## config.mk

```make
export PLATFORM = sky130hd
export DESIGN_NAME = sensor_sentence_parser_unit
export DESIGN_NICKNAME = d
export VERILOG_FILES = /design/src/design/ssp_pkg.sv /design/src/design/ssp_name_match.sv /design/src/design/ssp_parser.sv /design/src/design/sensor_sentence_parser_unit.sv
export SDC_FILE = /design/constraint.sdc
export NUM_CORES = 1
export LEC_CHECK = 0
export ABC_AREA = 1
export BUFFER_PORTS_ARGS = -buffer_cell sky130_fd_sc_hd__buf_2
export CELL_PAD_IN_SITES_DETAIL_PLACEMENT = 1
export CELL_PAD_IN_SITES_GLOBAL_PLACEMENT = 2
export CORE_UTILIZATION = 42
export CTS_CLUSTER_DIAMETER = 150
export CTS_CLUSTER_SIZE = 30
export DETAILED_ROUTE_END_ITERATION = 10
export PLACE_DENSITY_LB_ADDON = 0.1
export RECOVER_POWER = 100
export SYNTH_ARGS = -nofsm -noshare
export SYNTH_HDL_FRONTEND = slang
export SYNTH_SLANG_ARGS = --single-unit
```

## constraint.sdc

```tcl
create_clock -name clk -period 14 [get_ports clk]
set_clock_uncertainty 0.05 [all_clocks]
set_input_delay 2.8 -clock clk [delete_from_list [all_inputs] [get_ports clk]]
set_output_delay 2.8 -clock clk [all_outputs]
set_load 0.005 [all_outputs]
```

## src/design/ssp_pkg.sv

```systemverilog
package ssp_pkg;

	// default sizes
	localparam int unsigned NAME_LEN_DEF     = 5;
	localparam int unsigned PARAM_DIGITS_DEF = 8;

	// longest name the matcher compares, and number of known names
	localparam int unsigned NAME_MAX  = 8;
	localparam int unsigned NUM_KNOWN = 3;

	// digits taken into the message id
	localparam logic [1:0] ID_DIGITS = 2'd2;

	// characters
	localparam logic [7:0] CHAR_DOLLAR = 8'h24;
	localparam logic [7:0] CHAR_COMMA  = 8'h2c;
	localparam logic [7:0] CHAR_ZERO   = 8'h30;
	localparam logic [7:0] CHAR_NINE   = 8'h39;
	localparam logic [7:0] CHAR_UA     = 8'h41;
	localparam logic [7:0] CHAR_UF     = 8'h46;
	localparam logic [7:0] CHAR_LA     = 8'h61;
	localparam logic [7:0] CHAR_LF     = 8'h66;
	localparam logic [7:0] HEX_TEN     = 8'd10;

	// known sentence names, padded with zero bytes
	localparam logic [7:0] KNOWN_NAMES [NUM_KNOWN][NAME_MAX] = '{
		'{8'h43, 8'h4e, 8'h54, 8'h52, 8'h4c, 8'h00, 8'h00, 8'h00},  // CNTRL
		'{8'h41, 8'h43, 8'h53, 8'h54, 8'h43, 8'h00, 8'h00, 8'h00},  // ACSTC
		'{8'h44, 8'h45, 8'h50, 8'h54, 8'h48, 8'h00, 8'h00, 8'h00}   // DEPTH
	};

	typedef enum logic [1:0] {
		KIND_NONE  = 2'd0,
		KIND_CNTRL = 2'd1,
		KIND_ACSTC = 2'd2,
		KIND_DEPTH = 2'd3
	} kind_t;

	typedef enum logic [2:0] {
		PH_WAIT  = 3'd0,
		PH_NAME  = 3'd1,
		PH_ID    = 3'd2,
		PH_PARAM = 3'd3,
		PH_STAR  = 3'd4,
		PH_CSUM  = 3'd5
	} phase_t;

	typedef struct packed {
		logic       ok;
		logic [3:0] val;
	} hex_t;

	typedef struct packed {
		kind_t       kind;
		logic [7:0]  id;
		logic [31:0] param;
		logic [7:0]  csum;
		logic        csum_ok;
	} result_t;

	function automatic hex_t hex_value(input logic [7:0] c);
		hex_t r;
		r = '0;
		if (c >= CHAR_ZERO && c <= CHAR_NINE) begin
			r.ok  = 1'b1;
			r.val = 4'(c - CHAR_ZERO);
		end else if (c >= CHAR_UA && c <= CHAR_UF) begin
			r.ok  = 1'b1;
			r.val = 4'(c - CHAR_UA + HEX_TEN);
		end else if (c >= CHAR_LA && c <= CHAR_LF) begin
			r.ok  = 1'b1;
			r.val = 4'(c - CHAR_LA + HEX_TEN);
		end
		return r;
	endfunction

endpackage

```

## src/design/ssp_name_match.sv

```systemverilog
module ssp_name_match #(
	parameter int unsigned NAME_LEN = ssp_pkg::NAME_LEN_DEF
) (
	input  logic [7:0]      name_chars [NAME_LEN],
	output ssp_pkg::kind_t  kind
);
	import ssp_pkg::*;

	logic [7:0]           padded [NAME_MAX];
	logic [NUM_KNOWN-1:0] hit;

	// characters past the name length compare as zero
	for (genvar i = 0; i < NAME_MAX; i++) begin : g_pad
		if (i < NAME_LEN) begin : g_chr
			assign padded[i] = name_chars[i];
		end else begin : g_zero
			assign padded[i] = 8'h00;
		end
	end

	always_comb begin
		for (int k = 0; k < NUM_KNOWN; k++) begin
			hit[k] = 1'b1;
			for (int i = 0; i < NAME_MAX; i++) begin
				if (padded[i] != KNOWN_NAMES[k][i]) begin
					hit[k] = 1'b0;
				end
			end
		end
	end

	// first hit wins
	always_comb begin
		kind = KIND_NONE;
		for (int k = NUM_KNOWN - 1; k >= 0; k--) begin
			if (hit[k]) begin
				kind = kind_t'(2'(k + 1));
			end
		end
	end

endmodule

```

## src/design/ssp_parser.sv

```systemverilog
module ssp_parser #(
	parameter int unsigned NAME_LEN     = ssp_pkg::NAME_LEN_DEF,
	parameter int unsigned PARAM_DIGITS = ssp_pkg::PARAM_DIGITS_DEF
) (
	input  logic             clk,
	input  logic             arst_n,
	input  logic             step,
	input  logic [7:0]       rx,
	output logic             emit,
	output ssp_pkg::result_t res
);
	import ssp_pkg::*;

	localparam int unsigned NCNT_W = $clog2(NAME_LEN + 1);
	localparam int unsigned PCNT_W = $clog2(PARAM_DIGITS + 1);

	phase_t              phase_q, phase_d;
	logic [NCNT_W-1:0]   name_cnt_q, name_cnt_d;
	logic [1:0]          id_cnt_q, id_cnt_d;
	logic [PCNT_W-1:0]   par_cnt_q, par_cnt_d;
	logic                hex_have_q, hex_have_d;
	logic [7:0]          xor_q, xor_d;
	kind_t               kind_q, kind_d;
	logic [7:0]          id_q, id_d;
	logic [31:0]         param_q, param_d;
	logic [7:0]          name_q [NAME_LEN];
	logic [7:0]          first_hex_q;
	logic [7:0]          cand [NAME_LEN];
	logic                name_wr;
	logic                hex_wr;
	kind_t               match_kind;
	hex_t                h1, h2;
	logic [7:0]          csum_v;

	// name as it stands with this character written in
	for (genvar i = 0; i < NAME_LEN; i++) begin : g_cand
		assign cand[i] = (name_cnt_q == NCNT_W'(i)) ? rx : name_q[i];
	end

	ssp_name_match #(.NAME_LEN(NAME_LEN)) u_match (
		.name_chars (cand),
		.kind       (match_kind)
	);

	// next state
	always_comb begin
		phase_d    = phase_q;
		name_cnt_d = name_cnt_q;
		id_cnt_d   = id_cnt_q;
		par_cnt_d  = par_cnt_q;
		hex_have_d = hex_have_q;
		xor_d      = xor_q;
		kind_d     = kind_q;
		id_d       = id_q;
		param_d    = param_q;
		name_wr    = 1'b0;
		hex_wr     = 1'b0;
		if (step) begin
			if (rx == CHAR_DOLLAR) begin
				phase_d    = PH_NAME;
				name_cnt_d = '0;
				id_cnt_d   = '0;
				par_cnt_d  = '0;
				hex_have_d = 1'b0;
				xor_d      = rx;
				kind_d     = KIND_NONE;
				id_d       = '0;
				param_d    = '0;
			end else begin
				unique case (phase_q)
					PH_NAME: begin
						xor_d = xor_q ^ rx;
						if (rx == CHAR_COMMA) begin
							phase_d = PH_ID;
						end else if (name_cnt_q < NCNT_W'(NAME_LEN)) begin
							name_wr    = 1'b1;
							name_cnt_d = name_cnt_q + NCNT_W'(1);
							if (name_cnt_q == NCNT_W'(NAME_LEN - 1)) begin
								kind_d = match_kind;
								if (match_kind == KIND_NONE) begin
									phase_d = PH_WAIT;
								end
							end
						end
					end
					PH_ID: begin
						xor_d = xor_q ^ rx;
						if (rx == CHAR_COMMA) begin
							phase_d = PH_PARAM;
						end else if (id_cnt_q < ID_DIGITS) begin
							id_d     = {id_q[4:0], 3'b000} + {id_q[6:0], 1'b0} + (rx - CHAR_ZERO);
							id_cnt_d = id_cnt_q + 2'd1;
						end
					end
					PH_PARAM: begin
						xor_d = xor_q ^ rx;
						if (rx == CHAR_COMMA) begin
							phase_d = PH_STAR;
						end else if (par_cnt_q < PCNT_W'(PARAM_DIGITS)) begin
							param_d   = {param_q[28:0], 3'b000} + {param_q[30:0], 1'b0}
								+ ({24'd0, rx} - {24'd0, CHAR_ZERO});
							par_cnt_d = par_cnt_q + PCNT_W'(1);
						end
					end
					PH_STAR: begin
						xor_d = xor_q ^ rx;
						if (rx == CHAR_COMMA) begin
							phase_d = PH_CSUM;
						end
					end
					PH_CSUM: begin
						if (!hex_have_q) begin
							hex_wr     = 1'b1;
							hex_have_d = 1'b1;
						end else begin
							phase_d = PH_WAIT;
						end
					end
					default: begin
						// waiting for start, and unused codes
					end
				endcase
			end
		end
	end

	// outputs
	always_comb begin
		h1   = hex_value(first_hex_q);
		h2   = hex_value(rx);
		emit = (rx != CHAR_DOLLAR) && (phase_q == PH_CSUM) && hex_have_q;
		if (!h1.ok) begin
			csum_v = '0;
		end else if (!h2.ok) begin
			csum_v = {4'd0, h1.val};
		end else begin
			csum_v = {h1.val, h2.val};
		end
		res.kind    = kind_q;
		res.id      = id_q;
		res.param   = param_q;
		res.csum    = csum_v;
		res.csum_ok = (csum_v == xor_q);
	end

	always_ff @(posedge clk or negedge arst_n) begin
		if (!arst_n) begin
			phase_q    <= PH_WAIT;
			name_cnt_q <= '0;
			id_cnt_q   <= '0;
			par_cnt_q  <= '0;
			hex_have_q <= 1'b0;
			xor_q      <= '0;
			kind_q     <= KIND_NONE;
			id_q       <= '0;
			param_q    <= '0;
		end else begin
			phase_q    <= phase_d;
			name_cnt_q <= name_cnt_d;
			id_cnt_q   <= id_cnt_d;
			par_cnt_q  <= par_cnt_d;
			hex_have_q <= hex_have_d;
			xor_q      <= xor_d;
			kind_q     <= kind_d;
			id_q       <= id_d;
			param_q    <= param_d;
		end
	end

	// name characters and first checksum character, no reset
	for (genvar i = 0; i < NAME_LEN; i++) begin : g_name
		always_ff @(posedge clk) begin
			if (name_wr && name_cnt_q == NCNT_W'(i)) begin
				name_q[i] <= rx;
			end
		end
	end

	always_ff @(posedge clk) begin
		if (hex_wr) begin
			first_hex_q <= rx;
		end
	end

endmodule

```

## src/design/sensor_sentence_parser_unit.sv

```systemverilog
// sensor sentence parser: takes one received character per item on the input
// channel (in_valid, in_ready, rx_byte) and parses sentences $NAME,ID,PARAM,*,HH
// with an xor checksum over everything from the dollar up to the last comma
// one result item per completed sentence appears on the output channel
// (out_valid, out_ready and the five result ports), also when the checksum fails
// sentences with an unknown five-letter name produce nothing
// a character accepted goes into the input stage; the item it completes is
// written into the result register when the parser takes that character,
// and shows on the outputs from there
// throughput: one character per cycle unless held, set by the single parse stage
// the input stage only holds when it carries a sentence-ending character and the
// result register is full and not being taken
// reset clears the parse state to waiting for a dollar and empties both stages
// when the receiver stalls, the result waits in the result register, the input
// stage keeps taking characters that finish no sentence, and in_ready drops only
// once a second sentence end is waiting behind the held result
module sensor_sentence_parser_unit #(
	parameter int unsigned NAME_LEN     = ssp_pkg::NAME_LEN_DEF,
	parameter int unsigned PARAM_DIGITS = ssp_pkg::PARAM_DIGITS_DEF
) (
	input  logic        clk,
	input  logic        arst_n,
	input  logic        in_valid,
	output logic        in_ready,
	input  logic [7:0]  rx_byte,
	output logic        out_valid,
	input  logic        out_ready,
	output logic [1:0]  sensor_kind,
	output logic [7:0]  message_id,
	output logic [31:0] parameter_value,
	output logic [7:0]  received_checksum,
	output logic        checksum_ok
);
	import ssp_pkg::*;

	// input stage
	logic       valid_s1;
	logic [7:0] byte_s1;
	// result stage
	logic       valid_s2;
	result_t    result_s2;

	logic       emit;
	result_t    res;
	logic       adv_s1;
	logic       step;
	logic       in_take;

	// the input stage moves on unless it would finish a sentence into a full,
	// stalled result register
	assign adv_s1   = !emit || !valid_s2 || out_ready;
	assign step     = valid_s1 && adv_s1;
	assign in_ready = !valid_s1 || adv_s1;
	assign in_take  = in_valid && in_ready;

	ssp_parser #(
		.NAME_LEN     (NAME_LEN),
		.PARAM_DIGITS (PARAM_DIGITS)
	) u_parser (
		.clk    (clk),
		.arst_n (arst_n),
		.step   (step),
		.rx     (byte_s1),
		.emit   (emit),
		.res    (res)
	);

	always_ff @(posedge clk or negedge arst_n) begin
		if (!arst_n) begin
			valid_s1 <= 1'b0;
			valid_s2 <= 1'b0;
		end else begin
			valid_s1 <= in_take || (valid_s1 && !adv_s1);
			if (step && emit) begin
				valid_s2 <= 1'b1;
			end else if (out_ready) begin
				valid_s2 <= 1'b0;
			end
		end
	end

	// payload, no reset
	always_ff @(posedge clk) begin
		if (in_take) begin
			byte_s1 <= rx_byte;
		end
		if (step && emit) begin
			result_s2 <= res;
		end
	end

	assign out_valid         = valid_s2;
	assign sensor_kind       = result_s2.kind;
	assign message_id        = result_s2.id;
	assign parameter_value   = result_s2.param;
	assign received_checksum = result_s2.csum;
	assign checksum_ok       = result_s2.csum_ok;

endmodule

```

## Word-level counts from Yosys, hierarchy flattened

Memories as Yosys holds them, arrays and structs flattened.
Index checks and enable logic that the tools add are counted.

- Register bits after elaboration: 132
- Memory bits (writable): 40
- Input bits: 12
- Output and inout port bits: 53
- Logic and storage cells: 241
- Memories: 1

- Add/subtract/negate cells: 18
- Order comparisons: 15
- Eq/ne operators: 35
- Mux-type cells: 103
- Bitwise operators: 1
- Reduce and logical (&&, ||, !) cells: 50

Memory list:

| name | depth | bits a word | rd ports | clocked after memory_dff | wr ports | RTL line | text |
|---|---|---|---|---|---|---|---|
| u_parser.name_q | 5 | 8 | 5 | 0 | 1 | ssp_parser.sv:26 | `logic [7:0] name_q [NAME_LEN];` |

Operator list:

| kind | number |
|---|---|
| 8-bit 2-to-1 mux | 17 |
| 32-bit 2-to-1 mux | 4 |
| 8-bit by 7-bit != test with 1-bit output (second input constant) | 14 |
| 32-bit adder | 2 |
| 3-bit 2-to-1 mux | 17 |
| 1-bit 2-to-1 mux | 42 |
| 8-bit by 7-bit >= comparator with 1-bit output (second input constant) | 4 |
| 8-bit by 7-bit less-or-equal comparator with 1-bit output (second input constant) | 4 |
| 8-bit OR reduction | 4 |
| 5-bit 2-to-1 mux | 6 |
| 2-bit 2-to-1 mux | 12 |
| 2-bit nonzero test | 10 |
| 4-bit by 1-bit subtractor with 4-bit output (second input constant) | 5 |
| 1-bit logical AND | 17 |
| 4-bit adder (second input constant) | 4 |
| 8-bit adder | 2 |
| 8-bit by 6-bit == test with 1-bit output (second input constant) | 2 |
| 8-bit by 6-bit >= comparator with 1-bit output (second input constant) | 2 |
| 8-bit by 6-bit less-or-equal comparator with 1-bit output (second input constant) | 2 |
| 4-bit 2-to-1 mux | 4 |
| 3-bit case mux with 5 select lines | 1 |
| 3-bit by 2-bit == test with 1-bit output (second input constant) | 4 |
| 3-bit by 1-bit != test with 1-bit output (second input constant) | 4 |
| 4-bit by 1-bit != test with 1-bit output (second input constant) | 3 |
| other kinds (24) | 36 |

## Logic depth before layout (Yosys ltp)

- Depth after elaboration: 18
- Depth in mapped cells: 19
- Mapped depth without buffers: 19

## Cells and area by module

A second synthesis with hierarchy kept.

- Cell total of the unflattened synthesis: 1185
- Area, all modules: 10480.1 um^2

By module, submodules not included:

| module | times used | cells each | area each (um^2) | sequential area each (um^2) |
|---|---|---|---|---|
| ssp_parser | 1 | 991 | 8129.0 | 3017.9 |
| sensor_sentence_parser_unit | 1 | 73 | 1879.3 | 1821.7 |
| ssp_name_match | 1 | 121 | 471.7 | 0.0 |

## Least setup slack after synthesis

Ideal clock, no wire load.

- Path kind: input port to output port
- Start: input port out_ready
- End: output port in_ready
- Arrival: 3176 ps
- Data required time: 11150 ps
- Setup slack: 7974 ps
- Stages on the path: 4
- Path buffers: 0
- Cell sequence: nor2_1 nand2_2 nor2_1 inv_1

- Word-level cells in the longest chain between the ends: 2

Ends and longest elaborated chain:

| item | RTL line | text |
|---|---|---|
| from (decl) | sensor_sentence_parser_unit.sv:27 | `input logic out_ready,` |
| 1-bit logical OR | sensor_sentence_parser_unit.sv:51 | `assign adv_s1 = !emit \|\| !valid_s2 \|\| out_ready;` |
| 1-bit logical OR | sensor_sentence_parser_unit.sv:53 | `assign in_ready = !valid_s1 \|\| adv_s1;` |
| to (decl) | sensor_sentence_parser_unit.sv:24 | `output logic in_ready,` |

No other way between the ends.

## Final worst setup path

- Start: register byte_s1[2]
- End: output port in_ready

- Word-level cells in the longest chain between the ends: 7

Ends and longest elaborated chain:

| item | RTL line | text |
|---|---|---|
| from (decl) | sensor_sentence_parser_unit.sv:38 | `logic [7:0] byte_s1;` |
| from (signal assigned) | sensor_sentence_parser_unit.sv:85 | `byte_s1 <= rx_byte;` |
| 8-bit by 6-bit != test with 1-bit output | ssp_parser.sv:131 | `emit = (rx != CHAR_DOLLAR) && (phase_q == PH_CSUM) && hex_have_q;` |
| 1-bit logical AND (2 in series) | ssp_parser.sv:131 |  |
| 1-bit zero test | sensor_sentence_parser_unit.sv:51 |  |
| 1-bit logical OR (2 in series) | sensor_sentence_parser_unit.sv:51 |  |
| 1-bit logical OR | sensor_sentence_parser_unit.sv:53 |  |

No other way between the ends.

==> flow_metrics.env <==
export IMPL_routed_wirelength_mm=28.22
export IMPL_synth_compound_area_frac=0.09872
export IMPL_fin_crit_ps=6445
export IMPL_grt_total_usage=0.2336
export IMPL_min_from="u_parser.param_q[31]"
export IMPL_route_antenna_remaining_nets=0
export IMPL_gp_congestion=0.8754
export IMPL_clk_insertion_delay_late_ps=440
export IMPL_cell_area_after_layout_um2=11410
export IMPL_synth_ff_latch_count=172
export IMPL_use_met3=0.02338
export IMPL_worst_path_max_fanout=19
export IMPL_synth_avg_cell_area_um2=9.097
export IMPL_synthesis_area_um2=10440
export IMPL_number_of_buffers_added_for_setup_after_cts=0
export IMPL_critical_r2r_capture="received_checksum[1]"
export IMPL_timing_critical_path_to_type="output port"
export IMPL_clock_sinks=172
export IMPL_post_place_ws_ps=7720
export IMPL_slew_headroom=-1.590
export IMPL_synth_adder_area_share=0.1335
export IMPL_io_buffer_count=64
export IMPL_grt_pass1_vias=8555
export IMPL_cts_repair_resize_count=0
export IMPL_top_usage_layer="met2"
export IMPL_iteration_0_drc_count_of_the_detailed_router=333
export IMPL_remaining_drc_errors=0
export IMPL_cts_buffer_depth=2
export IMPL_cts_root_buf="clkbuf_16"
export IMPL_synth_top_family_by_area="simple AND/OR/NAND/NOR gates"
export IMPL_nNetsFinal=1328
export IMPL_final_hold_viol_count=0
export IMPL_fin_crit_sh=0.4603
export IMPL_timing_setup_tns_ps=0
export IMPL_reg2reg_setup_slack_ps=7930
export IMPL_drt_pass1_iterations=4
export IMPL_synth_nets=1251
export IMPL_hold_end="parameter_value[31]"
export IMPL_postSynthCellCount=1148
export IMPL_yosysWarnings=0
export IMPL_wl_per_cell_um=18.07
export IMPL_timing_worst_setup_path_type="reg -> out"
export IMPL_worstPathArrival_ps=3590
export IMPL_clock_power_share=0.373
export IMPL_required_ps=11150
export IMPL_slew_violations=179
export IMPL_final_layout_size_suffix_gt1_frac=0.07431
export IMPL_die_h_um=159.7
export IMPL_intPower_mw=0.8508
export IMPL_power_share_switching=0.2979
export IMPL_cts_clk_slew_worst_paths_ps=70
export IMPL_flow_area_growth_from_synthesis_pct=9.297
export IMPL_floorplan_die_area_um2=25500
export IMPL_rr_startpoint="byte_s1[2]"
export IMPL_power_switching_mw=0.3611
export IMPL_leakage_component_of_the_power_nw=5.006
export IMPL_outcome="finished, violations left"
export IMPL_core_region_area_um2=24320
export IMPL_power_frac_comb=0.161
export IMPL_nFillCells=2861
export IMPL_placedCellCount=1530
export IMPL_grt_setup_unrepaired="false"
export IMPL_dpl_hpwl_mm=21.15
export IMPL_global_route_wire_length_before_repair_mm=46.20
export IMPL_cts_htree_levels=4
export IMPL_worst_setup_path_start_kind="flip-flop"
export IMPL_finalSetupViolations=0
export IMPL_tritoncts="built"
export IMPL_hold_path_cell_count=0
export IMPL_grt_antenna_before_repair=0
export IMPL_sequential_share_of_power=0.466
export IMPL_max_vdd_ir_drop_v=0.00006798
export IMPL_placement_rows=57
export IMPL_power_density_nw_per_um2=106.2
export IMPL_layout_cells_non_filler=1562
export IMPL_cts_hold_buffers=0
export IMPL_yosys_mux_area_fraction=0
export IMPL_post_route_worst_setup_slack_ps=7555
export IMPL_synthDistinctLibCells=49
export IMPL_gr_usage_met1=0.3128
export IMPL_number_of_enable_type_register_cells_in_the_synthesized_netlist=107
export IMPL_synth_sequential_area_ratio=0.4634
export IMPL_worstRegToRegCells=8
export IMPL_synth_xor_xnor_area_share=0.02097
export IMPL_routed_via_count=7985
export IMPL_antenna_cells=0
export IMPL_floorplan_initialDensity=0.4294
export IMPL_dieWidth_um=159.7
export IMPL_postSynth_topFlopCell="edfxtp_1"
export IMPL_tightest_slew_ps=3886
export IMPL_grt_max_degree=66
export IMPL_floorplan_io_pins=65
export IMPL_placed_area_um2=11100
export IMPL_violations="max-capacitance violations, max-slew violations"
export IMPL_synth_simple_gate_area_share=0.2136
export IMPL_globalRoute_totalOverflow=0
export IMPL_use_met2=0.4049
export IMPL_numCtsBuffers=17
export IMPL_via_count_normalized_by_instance_count=5.112
export IMPL_worst_hold_path_type="reg -> reg"
export IMPL_max_cap_violations=4
export IMPL_maxClockFrequency_mhz=155.2
export IMPL_async_flop_share=0.3779
-- layer usage --
layer  wire length [µm]  part of all wire
met1              13310              0.47
met2              13980              0.50
met3                630             0.022
met4                295             0.010
met5                  0                 0
-- layout make-up --
type	instances	area, µm²	share of cell area
Sequential cell	172	4840	0.4240
Timing Repair Buffer	71	319.1	0.02795
Multi-Input combinational cell	807	4715	0.4130
Inverter	156	589.3	0.05163
Clock buffer	19	432.9	0.03793
Clock inverter	13	113.9	0.009975
Tap cell	324	405.4	0.03551
-- cell families after synthesis --
logic type | after synthesis
AOI/OAI and AO/OA | 173
xor gates and xnor gates | 25
adders and majority gates | 91
buffers and inverters | 169
DFF | 172
and+or+nand+nor | 518
-- state kept, by name, indices dropped and copies added, names as in the netlist --
| signal | count |
|---|---|
| u_parser.name_q | 40 |
| parameter_value | 32 |
| u_parser.param_q | 32 |
| byte_s1 | 8 |
| message_id | 8 |
| received_checksum | 8 |
| u_parser.first_hex_q | 8 |
| u_parser.id_q | 8 |
| u_parser.xor_q | 8 |
| u_parser.par_cnt_q | 4 |
| u_parser.name_cnt_q | 3 |
| u_parser.phase_q | 3 |
| sensor_kind | 2 |
| u_parser.id_cnt_q | 2 |
| u_parser.kind_q | 2 |
| checksum_ok | 1 |
| out_valid | 1 |
| u_parser.hex_have_q | 1 |
| valid_s1 | 1 |
-- per-stage QoR --
step | total power, mW | hold slack (ps) | utilization
floorplan | 0.7144 | 368.6 | -
global placement | 0.7691 | 376.5 | 0.4563
detailed placement | 0.7732 | 383.5 | 0.4563
CTS | 1.229 | 401.2 | 0.4788
global route | 1.271 | 413.1 | 0.4694
finish | 1.212 | 400.1 | 0.4694
-- cells in the final DEF (no fill, tap or decap), types with 3 or more instances in the layout --
cell type  instances
xnor2_1           10
nor3_1            12
edfxtp_1         107
nand2_2           11
inv_6              3
a21o_1             5
nand4_1           11
nor2_1           122
fa_1              34
o21a_1             6
o22ai_1            5
inv_2              3
o21ai_0           76
a21oi_1           48
ha_1              57
xor2_1            15
dfrtp_1           65
buf_2             39
clkbuf_16         17
nand3_1           60
clkinv_4           4
inv_1            151
a22o_1             8
nand3b_1           3
o211ai_1           4
nand2_1          290
o21ai_1           12
clkbuf_1          32
-- Yosys cell counts (3+ instances only) --
cell,count,share of area
nand2_1,288,0.10
inv_1,148,0.053
nor2_1,116,0.042
edfxtp_1,107,0.31
dfrtp_1,65,0.16
nand3_1,59,0.028
o21ai_0,59,0.028
ha_1,57,0.068
a21oi_1,48,0.023
fa_1,34,0.065
o21ai_2,16,0.013
xor2_1,15,0.013
o21ai_1,14,0.0067
buf_6,11,0.012
nand2_2,11,0.0066
nor3_1,11,0.0053
nand4_1,10,0.0060
xnor2_1,10,0.0084
a22o_1,8,0.0067
inv_2,6,0.0022
o21a_1,6,0.0043
a21o_1,5,0.0036
nor2_4,4,0.0043
o211ai_1,4,0.0029
o22ai_1,4,0.0024
nand3b_1,3,0.0022
nor2_2,3,0.0018
-- power groups by stage --
stage / logic (mW) / clock network, mW / registers [mW]
floorplan: 0.144 / 0 / 0.570
global placement: 0.194 / 0 / 0.575
detailed placement: 0.198 / 0 / 0.575
CTS: 0.201 / 0.464 / 0.565
global route: 0.225 / 0.480 / 0.566
finish: 0.195 / 0.452 / 0.564
-- worst max-delay path: stages, from the launching register on --
cell	delay, ps
edfxtp_1	330
clkbuf_1	910
nand4_1	560
nor2_1	840
nor3_1	160
nand2_2	110
nor2_1	50
inv_1	70
clkbuf_1	120
-- worst max-delay path by stage --
stage | start | to | slack, ps | cells after the start
2_1_floorplan | out_ready | in_ready | 7970 | 4
3_3_place_gp | out_ready | in_ready | 7710 | 6
3_5_place_dp | out_ready | in_ready | 7720 | 6
4_1_cts | out_ready | in_ready | 7710 | 6
5_1_grt | arst_n | u_parser.param_q[3] | 7240 | 1
6_report | byte_s1[2] | in_ready | 7560 | 8
(Power assumes the default switching activity.)
